$ cat config.mk
export PLATFORM = sky130hd
export DESIGN_NAME = keypad_countdown_timer
export DESIGN_NICKNAME = d
export VERILOG_FILES = /design/src/rtl/kct_pkg.sv /design/src/rtl/kct_digits.sv /design/src/rtl/kct_step.sv /design/src/rtl/keypad_countdown_timer.sv
export VERILOG_INCLUDE_DIRS = /design/src /design/src/rtl
export SDC_FILE = /design/constraint.sdc
export NUM_CORES = 1
export LEC_CHECK = 0
export BUFFER_PORTS_ARGS = -buffer_cell sky130_fd_sc_hd__buf_2
export CAP_MARGIN = 20
export CORE_AREA = 2 2 201 124
export DETAILED_ROUTE_END_ITERATION = 7
export DIE_AREA = 0 0 203 126
export GPL_TIMING_DRIVEN = 0
export HOLD_SLACK_MARGIN = 0.06
export PLACE_DENSITY = 0.54
export REMOVE_ABC_BUFFERS = 1
export SLEW_MARGIN = 20
export SYNTH_ARGS = -nofsm -noshare
export SYNTH_HDL_FRONTEND = slang
export SYNTH_HIERARCHICAL = 1
export SYNTH_SLANG_ARGS = --single-unit
$ cat constraint.sdc
create_clock -name clk -period 27.1 [get_ports clk]
set_input_delay 2.71 -clock clk [delete_from_list [all_inputs] [get_ports clk]]
set_output_delay 2.71 -clock clk [all_outputs]
set_load 0.005 [all_outputs]
$ cat src/rtl/assert_macros.svh
// Assertion macros shared by the RTL of the keypad countdown timer.
// Depends on nothing; included by files that carry concurrent assertions.
`ifndef ASSERT_MACROS_SVH
`define ASSERT_MACROS_SVH

// Property that must hold at every clock edge outside reset.
`define ASSERT_ALWAYS(label, clk, rst_n, expr) \
    label: assert property (@(posedge clk) disable iff (!rst_n) (expr)) \
        else $error("assertion failed: expr");

// Consequent must hold in the cycle after the antecedent.
`define ASSERT_NEXT(label, clk, rst_n, ante, cons) \
    label: assert property (@(posedge clk) disable iff (!rst_n) (ante) |=> (cons)) \
        else $error("assertion failed: ante |=> cons");

`endif

$ cat src/rtl/kct_pkg.sv
// Package of the keypad countdown timer: payload structs, state struct, codes.
// No dependencies; imported by every module of the block.
package kct_pkg;

    localparam int unsigned SECONDS_W = 12;
    localparam int unsigned KEYS_W    = 3;
    localparam int unsigned NUM_ROWS  = 4;
    localparam int unsigned TICK_W    = 8;

    localparam logic [SECONDS_W-1:0] MAX_SECONDS       = 12'd3599;
    localparam logic [TICK_W-1:0]    TICK_DIVIDER_INIT = 8'd67;

    localparam logic [KEYS_W-1:0] KEY_PLUS   = 3'd4;
    localparam logic [KEYS_W-1:0] KEY_MINUS  = 3'd2;
    localparam logic [KEYS_W-1:0] KEY_ACTION = 3'd1;

    typedef enum logic [1:0] {
        MODE_SETTING  = 2'd0,
        MODE_COUNTING = 2'd1,
        MODE_STOPPED  = 2'd2
    } timer_mode_t;

    typedef struct packed {
        logic [2:0] row0_keys;
        logic [2:0] row1_keys;
        logic [2:0] row2_keys;
        logic [2:0] row3_keys;
    } in_item_t;

    typedef struct packed {
        logic [2:0] minute_tens;
        logic [3:0] minute_ones;
        logic [2:0] second_tens;
        logic [3:0] second_ones;
        logic       display_changed;
        logic [1:0] mode;
    } out_item_t;

    typedef struct packed {
        logic [2:0] minute_tens;
        logic [3:0] minute_ones;
        logic [2:0] second_tens;
        logic [3:0] second_ones;
    } digits_t;

    typedef struct packed {
        timer_mode_t                          mode;
        logic [SECONDS_W-1:0]                 seconds;
        logic [TICK_W-1:0]                    tick;
        logic [NUM_ROWS-1:0][KEYS_W-1:0]      prev_keys;
    } timer_state_t;

endpackage

$ cat src/rtl/kct_digits.sv
// Splits a seconds count (0..3599) into minute and second decimal digits.
// Depends on kct_pkg. Division by 60 and 10 uses reciprocal multiplies.
module kct_digits
    import kct_pkg::*;
(
    input  logic [SECONDS_W-1:0] seconds,
    output digits_t              digits
);

    logic [23:0] min_prod;
    logic [5:0]  minutes;
    logic [5:0]  secs;
    logic [13:0] mt_prod;
    logic [13:0] st_prod;
    logic [2:0]  min_tens;
    logic [2:0]  sec_tens;
    logic [11:0] min_times_60;

    always_comb
    begin
        // 2185 / 2^17 is close enough to 1/60 for every count up to 3599.
        min_prod     = 24'(seconds) * 24'd2185;
        minutes      = min_prod[22:17];
        min_times_60 = 12'(minutes) * 12'd60;
        secs         = 6'(seconds - min_times_60);

        // 205 / 2^11 stands in for 1/10 on values below 60.
        mt_prod  = 14'(minutes) * 14'd205;
        st_prod  = 14'(secs) * 14'd205;
        min_tens = mt_prod[13:11];
        sec_tens = st_prod[13:11];

        digits.minute_tens = min_tens;
        digits.minute_ones = 4'(minutes - 6'(min_tens) * 6'd10);
        digits.second_tens = sec_tens;
        digits.second_ones = 4'(secs - 6'(sec_tens) * 6'd10);
    end

endmodule

$ cat src/rtl/kct_step.sv
// Next-state logic of the timer for one keypad poll: mode, count, tick, key history.
// Depends on kct_pkg.
module kct_step
    import kct_pkg::*;
(
    input  timer_state_t      cur,
    input  in_item_t          keys,
    input  logic [TICK_W-1:0] divider,
    output timer_state_t      nxt
);

    logic [NUM_ROWS-1:0][KEYS_W-1:0] rows;
    logic [NUM_ROWS-1:0][KEYS_W-1:0] edge_keys;
    logic [TICK_W:0]                 tick_inc;
    logic [TICK_W-1:0]               tick_next;
    logic signed [13:0]              delta [NUM_ROWS];
    logic signed [13:0]              base;
    logic signed [13:0]              sum;
    logic [13:0]                     step_size [NUM_ROWS];
    timer_mode_t                     mode_next;

    assign rows = {keys.row3_keys, keys.row2_keys, keys.row1_keys, keys.row0_keys};

    assign step_size[0] = 14'd1;
    assign step_size[1] = 14'd10;
    assign step_size[2] = 14'd60;
    assign step_size[3] = 14'd600;

    always_comb
    begin
        for (int i = 0; i < NUM_ROWS; i++)
        begin
            edge_keys[i] = (rows[i] != cur.prev_keys[i]) ? rows[i] : '0;
            if (edge_keys[i] == KEY_PLUS)
                delta[i] = $signed(step_size[i]);
            else if (edge_keys[i] == KEY_MINUS)
                delta[i] = -$signed(step_size[i]);
            else
                delta[i] = '0;
        end
        tick_inc  = {1'b0, cur.tick} + 9'd1;
        tick_next = (tick_inc > {1'b0, divider}) ? 8'd1 : tick_inc[TICK_W-1:0];
    end

    // Next mode.
    always_comb
    begin
        mode_next = cur.mode;
        unique case (cur.mode)
            MODE_SETTING:
            begin
                if (edge_keys[0] == KEY_ACTION)
                    mode_next = MODE_COUNTING;
            end
            MODE_COUNTING:
            begin
                if (cur.seconds == '0 || edge_keys[0] == KEY_ACTION)
                    mode_next = MODE_STOPPED;
            end
            default:
            begin
                if (edge_keys[2] == KEY_ACTION || edge_keys[1] == KEY_ACTION)
                    mode_next = MODE_SETTING;
                else if (edge_keys[0] == KEY_ACTION)
                    mode_next = MODE_COUNTING;
            end
        endcase
    end

    // Count, tick counter and recorded key codes.
    always_comb
    begin
        nxt.mode      = mode_next;
        nxt.tick      = tick_next;
        nxt.prev_keys = cur.prev_keys;
        base          = $signed({2'b00, cur.seconds});
        sum           = base;
        unique case (cur.mode)
            MODE_SETTING:
            begin
                nxt.prev_keys = rows;
                // A clear on row 2 drops the earlier rows; row 3 still applies.
                if (edge_keys[2] == KEY_ACTION)
                    base = '0;
                else
                    base = base + delta[0] + delta[1] + delta[2];
                sum = base + delta[3];
            end
            MODE_COUNTING:
            begin
                nxt.prev_keys[0] = rows[0];
                if (cur.seconds != '0 && tick_next == divider)
                    sum = base - 14'sd1;
            end
            default:
            begin
                nxt.prev_keys[0] = rows[0];
                nxt.prev_keys[1] = rows[1];
                nxt.prev_keys[2] = rows[2];
                if (edge_keys[2] == KEY_ACTION)
                    sum = '0;
            end
        endcase

        if (sum < 14'sd0)
            nxt.seconds = '0;
        else if (sum > $signed({2'b00, MAX_SECONDS}))
            nxt.seconds = MAX_SECONDS;
        else
            nxt.seconds = sum[SECONDS_W-1:0];
    end

endmodule

$ cat src/rtl/keypad_countdown_timer.sv
// Top level of the keypad countdown timer: handshake stages, state registers, assertions.
// Depends on kct_pkg, kct_digits, kct_step and assert_macros.svh.
//
// Usage: each input transaction on in_valid/in_ready is one keypad poll carrying the
// 3-bit code of all four rows. Every poll yields exactly one output transaction on
// out_valid/out_ready with the four displayed digits (the count as it stood before the
// poll), a flag that is set when those digits differ from the last ones shown, and the
// timer mode after the poll.
// The poll lands in an input register; once the output register is free, the step logic
// updates the timer state and loads the output register; out_valid rises with that load.
// The path from the input register through the step logic to the output register is
// the only per-poll work, so one poll is taken every cycle while the receiver keeps up.
// When the receiver stalls, the output register holds its transaction and the input
// register holds the pending poll; in_ready drops only once both are full.
// The divider register is written through cfg_wr_en/cfg_wr_data; the user must write it
// only while the block is idle, which the block itself does not enforce.
// Reset (rst_n low, asynchronous) empties both stages, clears the count, tick counter
// and key history, selects setting mode, marks nothing as shown and loads a divider of 67.
`include "assert_macros.svh"

module keypad_countdown_timer
    import kct_pkg::*;
(
    input  logic       clk,
    input  logic       rst_n,
    input  logic       in_valid,
    output logic       in_ready,
    input  in_item_t   in_data,
    output logic       out_valid,
    input  logic       out_ready,
    output out_item_t  out_data,
    input  logic       cfg_wr_en,
    input  logic [7:0] cfg_wr_data
);

    logic              in_valid_reg;
    in_item_t          in_data_reg;
    logic              out_valid_reg;
    out_item_t         out_data_reg;
    logic [TICK_W-1:0] divider_reg;
    timer_state_t      state_reg;
    timer_state_t      state_next;
    digits_t           shown_reg;
    logic              shown_valid_reg;
    digits_t           digits;
    logic              changed;
    logic              advance;
    logic              process;

    // The output register frees up when empty or being drained; the input stage
    // then moves its poll through the step logic in the same cycle.
    assign advance  = !out_valid_reg || out_ready;
    assign process  = in_valid_reg && advance;
    assign in_ready = !in_valid_reg || advance;

    kct_digits u_digits (
        .seconds (state_reg.seconds),
        .digits  (digits)
    );

    kct_step u_step (
        .cur     (state_reg),
        .keys    (in_data_reg),
        .divider (divider_reg),
        .nxt     (state_next)
    );

    assign changed = !shown_valid_reg || (digits != shown_reg);

    // Control registers of the two handshake stages.
    always_ff @(posedge clk or negedge rst_n)
    begin
        if (!rst_n)
        begin
            in_valid_reg  <= 1'b0;
            out_valid_reg <= 1'b0;
        end
        else
        begin
            if (in_ready)
                in_valid_reg <= in_valid;
            if (advance)
                out_valid_reg <= in_valid_reg;
        end
    end

    // Payload registers need no reset.
    always_ff @(posedge clk)
    begin
        if (in_valid && in_ready)
            in_data_reg <= in_data;
        if (process)
        begin
            out_data_reg.minute_tens     <= digits.minute_tens;
            out_data_reg.minute_ones     <= digits.minute_ones;
            out_data_reg.second_tens     <= digits.second_tens;
            out_data_reg.second_ones     <= digits.second_ones;
            out_data_reg.display_changed <= changed;
            out_data_reg.mode            <= state_next.mode;
        end
    end

    // Timer state, display history and the divider register.
    always_ff @(posedge clk or negedge rst_n)
    begin
        if (!rst_n)
        begin
            state_reg       <= '{mode: MODE_SETTING, default: '0};
            shown_reg       <= '0;
            shown_valid_reg <= 1'b0;
            divider_reg     <= TICK_DIVIDER_INIT;
        end
        else
        begin
            if (cfg_wr_en)
                divider_reg <= cfg_wr_data;
            if (process)
            begin
                state_reg <= state_next;
                if (changed)
                begin
                    shown_reg       <= digits;
                    shown_valid_reg <= 1'b1;
                end
            end
        end
    end

    assign out_valid = out_valid_reg;
    assign out_data  = out_data_reg;

    `ASSERT_ALWAYS(a_count_in_range, clk, rst_n, state_reg.seconds <= MAX_SECONDS)
    `ASSERT_NEXT(a_pending_poll_held, clk, rst_n, in_valid_reg && !advance, in_valid_reg)
    `ASSERT_NEXT(a_shown_after_poll, clk, rst_n, process, shown_valid_reg)
    `ASSERT_NEXT(a_tick_nonzero, clk, rst_n, process, state_reg.tick != 8'd0)

endmodule

==> flow_summary_export.csv <==
group,metric,value,unit
timing,fin_skew,8.079,ps
cts,cts_sinks,88,
synthesis,synth-edff-count,29,
finish,layout_commonest_cell,"ha_1",
cts,clkTransAtPathRegs,70,ps
timing,finalCriticalPeriod,11240,ps
hold_path,hold_path.class,"reg2reg",
setup_path,crit_arrival,11480,ps
setup_path,end_kind,"register",
timing,rsz0062_at_grt,"no",
setup_path,cp_common_cell,"ha_1",
synthesis,async_reset_ff_frac,0.6705,
synthesis,syn-cell-area,0.009387,mm2
synthesis,yosys-top-cells-area,"ha_1 19%, dfrtp_1 15%, edfxtp_1 9.3%",
synthesis,synth_area_per_cell,9.943,um2
detailed_routing,firstDrtPassIters,4,
finish,nNetsFinal,1194,
setup_path,cp_slowest_cell,"xor2_2",
place,dp_hpwl,16.81,mm
timing,setup_tns,0,ps
floorplanning,row_count,44,
synthesis,synthFlopType,"dfrtp_1",
setup_path,max_stage_delay,630,ps
finish,antenna_cells,0,
floorplanning,die_area,0.02558,mm2
run_status,status,"finished clean",
floorplanning,start_util,0.3956,
synthesis,ys_warn_count,6,
synthesis,ys_types,91,
setup_path,cp-start-kind,"register",
flow_run,drv_cap,0,
grt,track_usage,0.1721,
timing,fin_crit_sh,0.4149,
cts,ctsResizeCount,0,
cts,postCtsSetupRepairBufs,0,
timing,hold_violations,0,
timing,drv_slew,0,
floorplanning,die_h,126,um
place,globalplace.congestion,0.8207,
finish,drive_gt1_frac,0.1584,
cts,tritoncts,"built",
grt,gr-total-overflow,0,
finish,most-common-layout-cells,"146 x ha_1, 110 x inv_1, 67 x nor2_1",
detailed_routing,drt-total-wl,21.09,mm
cts,ctsLongestPathBuffers,2,
detailed_routing,drcViolationCount,0,
detailed_routing,first_iter_violations,430,
floorplanning,core_area,0.02373,mm2
synthesis,synth_area_leader_cell,"ha_1",
detailed_routing,antenna_left,0,
cts,cts_root_buffer,"clkbuf_16",
synthesis,synthCells,944,
floorplanning,io_pins,44,
detailed_routing,wl_per_cell,16.13,um
cts,insertion_delay,350,ps
setup_path,crit_fanout,14,
setup_path,critical_path_class,"reg2reg",
grt,grt_max_degree,41,
detailed_routing,num_vias,6782,
grt,antenna_found_initial,0,
cts,htree_levels,3,
grt,grt_pass1_vias,6565,
synthesis,yosysSeqAreaShare,0.2505,
floorplanning,dieWidth,203,um
timing,setup_viol,0,
timing,max_freq,88.93,MHz
cts,cts_made_buffers,9,
synthesis,synth_seq_cells,88,
timing,worst_slew_pin_slew,1001,ps
detailed_routing,via_per_inst,5.189,
timing,max_slew_margin,0.3303,
finish,areaGrowthSynthToFinish,9.504,%
cts,hold_buffers,0,
setup_path,required,27340,ps
grt,grt_pass1_wl,35.23,mm
synthesis,synth_top_area_share,0.1946,
finish,largest_reg_flops,34,
place,io_buffers,43,
## final timing paths
kind / startpoint / end / slack, ps / cells past startpoint
setup / recovery: state_reg[23]$_DFFE_PN0P_ / shown_reg[2]$_DFFE_PN0P_ / 15860 / 39
hold / removal: shown_valid_reg$_DFFE_PN0P_ / shown_valid_reg$_DFFE_PN0P_ / 470 / 1
setup reg to reg: state_reg[23]$_DFFE_PN0P_ / shown_reg[2]$_DFFE_PN0P_ / 15860 / 39
hold reg to reg: shown_valid_reg$_DFFE_PN0P_ / shown_valid_reg$_DFFE_PN0P_ / 470 / 1
max in group asynchronous: rst_n / divider_reg[6]$_DFFE_PN1P_ / 24300 / 2
min in group asynchronous: rst_n / state_reg[14]$_DFFE_PN0P_ / 2240 / 1
## per-layer routing
metal  vias up  routed length [um]  global-route usage
li1       3418                   -                   -
met1      3222               12280              0.2952
met2       127                7581              0.2147
met3        15                1035             0.02950
met4         0                 187             0.03263
met5         -                   0                   0
## critical path: cells and delay by family, from the launching register on
family                     cells  cell delay, ps
AOI/OAI and AO/OA              6            1310
adders and majority gates     14            5110
muxes                          1             320
and+or+nand+nor                6            1340
DFF                            1             590
buffers and inverters          3             170
xor gates and xnor gates       9            2250
## cells by family after synthesis
| family | Yosys count | synth area share |
|---|---|---|
| AND/OR/NAND/NOR | 246 | 0.1324 |
| adder cells (fa/ha/maj) | 189 | 0.2863 |
| AO/OA/AOI/OAI | 156 | 0.1216 |
| buffers and inverters | 132 | 0.05878 |
| flip-flops | 88 | 0.2505 |
| XOR/XNOR | 69 | 0.07038 |
| multiplexers | 64 | 0.08011 |
## synth_stat cells, types with 13 or more instances
cell type,n
ha_1,146
inv_1,110
nor2_1,67
dfrtp_1,56
nand2_1,55
mux2_2,49
xnor2_1,49
fa_1,43
a21oi_1,42
edfxtp_1,29
nor3_1,20
o21ai_0,20
nand3_1,18
a21o_1,15
xor2_1,15
and3_1,13
## stage by stage
stage / utilization / hold WS, ps / setup WS, ps / cells / instance area, um2
after CTS: 0.4332 / 470.9 / 15800 / 1307 / 10280
final: 0.4332 / 470.0 / 15860 / 1307 / 10280
after global placement: 0.4158 / 454.4 / 15610 / 1287 / 9866
after detailed placement: 0.4194 / 452.1 / 15840 / 1291 / 9952
after floorplan: - / 434.3 / 17130 / 922 / 9248
after global routing: 0.4332 / 488.8 / 15100 / 1307 / 10280
## cell type report
class                   count  area, um2
inverters                 110      412.9
well taps                 322      402.9
clock inverters             7      101.3
repair buffers             47      287.8
flip-flops and latches     88       2351
multi-input cells         724       6497
fillers                  2253      13450
clock buffers               9      225.2
Power is left out: the tool's default activity adds up to more than one toggle a clock period on the data nets, which glitch-free logic cannot reach.
